File: config.mk
export PLATFORM = sky130hd
export DESIGN_NAME = cartridge_mapper_bank_irq_top
export DESIGN_NICKNAME = d
export VERILOG_FILES = /design/src/hw/rtl/cmbi_pkg.sv /design/src/hw/rtl/cmbi_regs.sv /design/src/hw/rtl/cmbi_core.sv /design/src/hw/rtl/cartridge_mapper_bank_irq_top.sv
export SDC_FILE = /design/constraint.sdc
export NUM_CORES = 1
export LEC_CHECK = 0
export BUFFER_PORTS_ARGS = -buffer_cell sky130_fd_sc_hd__buf_2
export CORE_MARGIN = 5
export CORE_UTILIZATION = 45
export DETAILED_ROUTE_END_ITERATION = 10
export GPL_ROUTABILITY_DRIVEN = 0
export GPL_TIMING_DRIVEN = 0
export MAX_ROUTING_LAYER = met4
export PLACE_DENSITY = 0.76
export SLEW_MARGIN = 10
export SYNTH_ARGS = -nofsm -noshare
export SYNTH_HDL_FRONTEND = slang
export SYNTH_SLANG_ARGS = --single-unit
File: constraint.sdc
create_clock -name clk -period 4.06 [get_ports clk]
set_input_delay 0.203 -clock clk [delete_from_list [all_inputs] [get_ports clk]]
set_output_delay 0.203 -clock clk [all_outputs]
set_load 0.01 [all_outputs]
File: src/hw/rtl/cmbi_pkg.sv
package cmbi_pkg;

	// Operation codes of an input transaction.
	localparam logic [1:0] OP_WRITE  = 2'd0;
	localparam logic [1:0] OP_TICK   = 2'd1;
	localparam logic [1:0] OP_LOOKUP = 2'd2;

	// Counter bit that drives the interrupt line.
	localparam int IRQ_BIT = 12;

	// Configuration port geometry.
	localparam int APB_ADDR_W = 3;
	localparam int APB_DATA_W = 32;
	localparam logic REG_OUTER_PORT_ENABLE = 1'b0;

	// Address windows, by the top three address bits (8K slots); the IRQ window by the top two.
	localparam logic [2:0] SLOT_WRAM   = 3'd3;
	localparam logic [2:0] SLOT_OUTER  = 3'd6;
	localparam logic [2:0] SLOT_BANK   = 3'd7;
	localparam logic [1:0] WIN_IRQ_ENA = 2'b10;

	typedef struct packed {
		logic [1:0]  op;
		logic [15:0] cpu_addr;
		logic [7:0]  write_data;
	} req_t;

	typedef struct packed {
		logic [3:0] prg_page;
		logic       page_mapped;
		logic [6:0] chr_bank;
		logic       mirror_horizontal;
		logic       irq_asserted;
	} rsp_t;

	// 8K PRG page for a slot at or above the work RAM window.
	function automatic logic [3:0] page_for(
		input logic [2:0] slot,
		input logic [2:0] bank,
		input logic [7:0] outer
	);
		logic [3:0] page;
		page = 4'd7;
		if (slot == SLOT_WRAM || !outer[3]) begin
			unique case (slot)
				3'd3:    page = 4'd6;
				3'd4:    page = 4'd4;
				3'd5:    page = 4'd5;
				3'd6:    page = {1'b0, bank};
				default: page = 4'd7;
			endcase
		end else if (outer[4]) begin
			// 32K mode: bank 2 or 3 covers the whole upper half.
			page = {(2'b10 | outer[7:6]), slot[1:0]};
		end else begin
			// 16K mode: the same bank appears at 0x8000 and at 0xC000.
			page = {(3'b100 | outer[7:5]), slot[0]};
		end
		return page;
	endfunction

endpackage

File: src/hw/rtl/cmbi_regs.sv
module cmbi_regs (
	input  logic                             clk,
	input  logic                             arst_n,
	input  logic                             psel,
	input  logic                             penable,
	input  logic                             pwrite,
	input  logic [cmbi_pkg::APB_ADDR_W-1:0] paddr,
	input  logic [cmbi_pkg::APB_DATA_W-1:0] pwdata,
	output logic [cmbi_pkg::APB_DATA_W-1:0] prdata,
	output logic                             pready,
	output logic                             outer_port_enable
);
	import cmbi_pkg::*;

	logic outer_port_enable_q;
	logic sel_outer;

	assign pready = 1'b1;
	assign sel_outer = (paddr[APB_ADDR_W-1] == REG_OUTER_PORT_ENABLE);

	// Register write in the access phase of a transaction.
	always_ff @(posedge clk or negedge arst_n) begin
		if (!arst_n) begin
			outer_port_enable_q <= 1'b0;
		end else if (psel && penable && pwrite && pready && sel_outer) begin
			outer_port_enable_q <= pwdata[0];
		end
	end

	// Read back.
	always_comb begin
		prdata = '0;
		if (sel_outer) begin
			prdata = {{(APB_DATA_W-1){1'b0}}, outer_port_enable_q};
		end
	end

	assign outer_port_enable = outer_port_enable_q;

endmodule

File: src/hw/rtl/cmbi_core.sv
module cmbi_core #(
	parameter int IRQ_BIT = cmbi_pkg::IRQ_BIT
) (
	input  logic           clk,
	input  logic           arst_n,
	input  logic           outer_port_enable,
	input  logic           req_valid,
	output logic           req_ready,
	input  cmbi_pkg::req_t req,
	output logic           rsp_valid,
	input  logic           rsp_ready,
	output cmbi_pkg::rsp_t rsp
);
	import cmbi_pkg::*;

	// Pipeline registers.
	req_t req_s1;
	logic valid_s1;
	rsp_t rsp_s2;
	logic valid_s2;

	// Mapper state.
	logic [2:0]  bank_select_q;
	logic [7:0]  outer_select_q;
	logic        irq_enable_q;
	logic [15:0] cycle_count_q;
	logic        irq_line_q;

	logic [2:0]  bank_select_d;
	logic [7:0]  outer_select_d;
	logic        irq_enable_d;
	logic [15:0] cycle_count_d;
	logic        irq_line_d;
	rsp_t        rsp_d;
	logic [2:0]  slot;
	logic        advance;

	// The stage-one transaction moves on whenever the result register is empty or its result is taken.
	assign advance   = !valid_s2 || rsp_ready;
	assign req_ready = !valid_s1 || advance;
	assign slot      = req_s1.cpu_addr[15:13];

	// Next state and result for the transaction in stage one.
	always_comb begin
		bank_select_d  = bank_select_q;
		outer_select_d = outer_select_q;
		irq_enable_d   = irq_enable_q;
		cycle_count_d  = cycle_count_q;
		irq_line_d     = irq_line_q;
		rsp_d          = '0;

		unique case (req_s1.op)
			OP_WRITE: begin
				if (req_s1.cpu_addr[15:14] == WIN_IRQ_ENA) begin
					irq_enable_d = req_s1.cpu_addr[13];
				end else if (slot == SLOT_BANK) begin
					bank_select_d = req_s1.write_data[2:0];
				end else if (slot == SLOT_OUTER && outer_port_enable) begin
					outer_select_d = req_s1.cpu_addr[7:0];
				end
			end
			OP_TICK: begin
				if (irq_enable_q) begin
					cycle_count_d = cycle_count_q + 16'd1;
					irq_line_d    = cycle_count_d[IRQ_BIT];
				end else begin
					cycle_count_d = '0;
					irq_line_d    = 1'b0;
				end
			end
			OP_LOOKUP: begin
				if (slot >= SLOT_WRAM) begin
					rsp_d.page_mapped = 1'b1;
					rsp_d.prg_page    = page_for(slot, bank_select_q, outer_select_q);
				end
			end
			default: begin
				// The unused code changes nothing.
			end
		endcase

		rsp_d.chr_bank          = outer_select_d[7:1];
		rsp_d.mirror_horizontal = outer_select_d[0];
		rsp_d.irq_asserted      = irq_line_d;
	end

	// Control and state registers.
	always_ff @(posedge clk or negedge arst_n) begin
		if (!arst_n) begin
			valid_s1       <= 1'b0;
			valid_s2       <= 1'b0;
			bank_select_q  <= '0;
			outer_select_q <= '0;
			irq_enable_q   <= 1'b0;
			cycle_count_q  <= '0;
			irq_line_q     <= 1'b0;
		end else begin
			if (req_ready) begin
				valid_s1 <= req_valid;
			end
			if (advance) begin
				valid_s2 <= valid_s1;
			end
			if (advance && valid_s1) begin
				bank_select_q  <= bank_select_d;
				outer_select_q <= outer_select_d;
				irq_enable_q   <= irq_enable_d;
				cycle_count_q  <= cycle_count_d;
				irq_line_q     <= irq_line_d;
			end
		end
	end

	// Payload registers.
	always_ff @(posedge clk) begin
		if (req_ready && req_valid) begin
			req_s1 <= req;
		end
		if (advance && valid_s1) begin
			rsp_s2 <= rsp_d;
		end
	end

	assign rsp_valid = valid_s2;
	assign rsp       = rsp_s2;

endmodule

File: src/hw/rtl/cartridge_mapper_bank_irq_top.sv
// Cartridge bank mapper with a cycle-counting interrupt.
// The request channel (req_valid, req_ready, req) carries one transaction per
// CPU write, CPU-cycle tick or address lookup. The response channel
// (rsp_valid, rsp_ready, rsp) returns exactly one result per request, in order,
// with the PRG page of a lookup and the CHR bank, mirroring and IRQ line as
// they stand after the request has been applied.
// A request is registered in the input register on acceptance, and its result
// is registered in the output register once that register is empty or read.
// One request is accepted every cycle while the receiver does not stall; the
// state update and result logic between the two registers sets that figure.
// When the receiver stalls, the result stays in the output register and one
// more request can be held in the input register; req_ready falls only when
// both are full.
// Reset clears all mapper state, the interrupt counter and the configuration
// register, and empties both pipeline stages.
// The APB port holds one register, outer_port_enable, at byte address 0.
module cartridge_mapper_bank_irq_top #(
	parameter int IRQ_BIT = cmbi_pkg::IRQ_BIT
) (
	input  logic                             clk,
	input  logic                             arst_n,
	input  logic                             psel,
	input  logic                             penable,
	input  logic                             pwrite,
	input  logic [cmbi_pkg::APB_ADDR_W-1:0] paddr,
	input  logic [cmbi_pkg::APB_DATA_W-1:0] pwdata,
	output logic [cmbi_pkg::APB_DATA_W-1:0] prdata,
	output logic                             pready,
	input  logic                             req_valid,
	output logic                             req_ready,
	input  cmbi_pkg::req_t                   req,
	output logic                             rsp_valid,
	input  logic                             rsp_ready,
	output cmbi_pkg::rsp_t                   rsp
);
	import cmbi_pkg::*;

	logic outer_port_enable;

	cmbi_regs u_regs (
		.clk               (clk),
		.arst_n            (arst_n),
		.psel              (psel),
		.penable           (penable),
		.pwrite            (pwrite),
		.paddr             (paddr),
		.pwdata            (pwdata),
		.prdata            (prdata),
		.pready            (pready),
		.outer_port_enable (outer_port_enable)
	);

	cmbi_core #(
		.IRQ_BIT (IRQ_BIT)
	) u_core (
		.clk               (clk),
		.arst_n            (arst_n),
		.outer_port_enable (outer_port_enable),
		.req_valid         (req_valid),
		.req_ready         (req_ready),
		.req               (req),
		.rsp_valid         (rsp_valid),
		.rsp_ready         (rsp_ready),
		.rsp               (rsp)
	);

endmodule

==> metrics <==
status finished clean; dpl ws 2010 ps; cell class contributing the biggest share of worst-path delay simple AND/OR/NAND/NOR gates; Slew headroom 0.415; largest net degree at the start of global routing 30; GR Util All Layers 0.148; Net count, final 379; cell taking the most area after synthesis edfxtp_1; initial antenna violation count 0; Worst R2R Setup Slack 2050 ps; Leakage 1.56 nW; clock sink count 59; H-tree depth 3; Max Clk Rate 498 MHz; most common cell after layout, fill and taps aside buf_2; CP cell instances nor2b_1 -> nor2_2 -> nand4_1 -> mux2_2; CP bufs+invs 0; register area share after synthesis 0.590; kind of critical path reg2reg; ratio of cells with drive above 1 in the final layout 0.375; CTS tree built; grt ovf 0; worst slew pin tran 876 ps; Slew Viols, Final 0; Critical Path RT 4290 ps; post-synthesis adder-cell area fraction 0.00454; initial drt markers between 100 and 150; Fin Hold WS 32.5 ps; Peak VDD IR 0.239 mV; first-pass detailed-route iteration total 5; dominant cells by area after synthesis edfxtp_1 (33%), dfrtp_1 (26%), buf_4 (8.7%); largest family of logic cells by synthesized area simple AND/OR/NAND/NOR gates; Max Clock Skew 6.76 ps; Worst setup EP type flop; Reg-to-Reg End u_core.bank_select_q[0]; final setup violation count 0; via count 1,825; maxcap violations 0; RR Startpoint u_core.rsp_valid; DR DRC count 0; first-pass GRT wire length 8.38 mm; vias in the first global route 1,816; R2R depth 4; fin util 0.567; Synth Area in Compound Gates 0.0744; Hold-fix buffers, CTS 1; minimum clock period 2010 ps; Hold EP u_core.req_s1[2]; Synth Area in XOR/XNOR 0.00317; Mapped Cells 227; Ports roughly 120; Die Area 7800 um^2; post-detail-place hpwl 3.59 mm; cts bufs inserted 9; Area Growth Syn to Fin 22.4%; mux share of post-synthesis cell area 0.0893; post-route cell area 3380 um^2; Yosys top cell area share 0.327; Antenna Nets Post-Route 0; most frequently used flop master after synthesis edfxtp_1; Mapped Area 2760 um^2; Startpoint Class flop; post-synthesis simple-gate area fraction 0.130; number of diodes 0; vias per inst approximately 4.7; Clock Latency Late Sink 340 ps; Routed WL per cell approximately 13 um; hold crit path type in2reg; setup_tns 0 ps; # port buffers 41; Power Dens Cells 430 nW/um^2; post-CTS sizing 0; die width 88.3 um; Unique masters post-synth 38; post-route setup slack 2050 ps; Hold Crit Start req[2]; hold path cells 1; cell area after placement 3170 um^2; Core Area 5960 um^2; post-detailed-routing wire length 5.09 mm; YS warnings 0; Post-synth EDFFs 30; Synth Register Bits between 50 and 60; clock transition at the registers of the reported paths 70 ps; Clock Tree Root clkbuf_8; commonest cells after routing, fill and taps aside buf_2 (42), buf_4 (32), conb_1 (32); FP Rows 28; Critical Path Fanout Max 16; arrival time of the worst setup path between 2000 and 2500 ps; slowest CP cell nor2_2; Worst path max stage delay 680 ps; clk buf depth 2; Final period util 0.495; number of setup buffers added after CTS 0; RSZ-0062 raised after global routing false; Avg Synthesized Cell Area 12.2 um^2; fraction of registers with async set/reset 0.492; Initial Util 0.463; die height 88.3 um; Fin. Hold Viols 0
-- through the flow --
stage	instances	total power, W
floorplan	257	0.000880
global placement	373	0.000936
detailed placement	373	0.000947
CTS	390	0.00146
global route	390	0.00152
finish	390	0.00145
-- sequential cells by signal, summed over array words and instances (netlist names) --
register and count:
u_core.valid_s1 1, u_core.cycle_count_q 13, u_core.outer_select_q 8, u_regs.outer_port_enable 1
u_core.req_s1 16, u_core.rsp_valid 1, u_core.bank_select_q 3, u_core.irq_line_q 1
u_core.irq_enable_q 1, u_core.rsp 14
-- layout make-up --
class | count | area, um^2
timing repair buffer | 42 | 215
fill | 524 | 2580
buffer | 38 | 272
tap | 75 | 93.8
sequential | 59 | 1630
clock inverter | 7 | 68.8
clock buffer | 9 | 124
inverter | 6 | 22.5
multi-input combinational | 154 | 953
-- per-layer routing --
| metal | global-route usage | share of wire |
|---|---|---|
| met1 | 0.186 | 0.44 |
| met2 | 0.215 | 0.44 |
| met3 | 0.0410 | 0.089 |
| met4 | 0.0852 | 0.023 |
| met5 | - | 0 |
-- cell usage after synthesis (2+ instances only) --
cell type and count:
buf_4 32, edfxtp_1 30, dfrtp_1 29, mux2_2 21, nand2_1 16, o21ai_0 15
a21oi_1 10, inv_1 6, nand3_1 6, nor2b_1 6, a31oi_1 5, clkbuf_1 4
nand2b_1 4, nor2_1 4, or3_1 4, and2_1 3, and4_1 3, nand4_1 3
nor3_1 3, a41oi_1 2, conb_1 2, nand3b_1 2, o31ai_1 2
-- worst max-delay path by stage --
| stage | start | to | slack [ps] | depth (start not counted) |
|---|---|---|---|---|
| 3_5_place_dp | u_core.rsp_valid | u_core.bank_select_q[0] | 2010 | 4 |
| 6_report | u_core.rsp_valid | u_core.bank_select_q[0] | 2050 | 4 |
| 3_3_place_gp | u_core.rsp_valid | u_core.bank_select_q[0] | 1610 | 4 |
| 5_1_grt | u_core.rsp_valid | u_core.bank_select_q[0] | 1820 | 4 |
| 4_1_cts | u_core.rsp_valid | u_core.bank_select_q[0] | 2000 | 4 |
| 2_1_floorplan | u_core.rsp_valid | u_core.bank_select_q[0] | 1990 | 4 |
-- cell families after synthesis --
logic type / count (synthesis)
buffers and inverters: 44
xor gates and xnor gates: 1
adders and majority gates: 1
DFF: 59
muxes: 22
and+or+nand+nor: 62
other: 2
AOI/OAI and AO/OA: 36
-- power by group --
group	total (W)	internal [W]	switching, W
combinational	0.000197	0.0000952	0.000102
clock	0.000516	0.000280	0.000236
sequential	0.000739	0.000698	0.0000410
total	0.00145	0.00107	0.000378
Note: power is estimated with default switching activity, not from simulation.
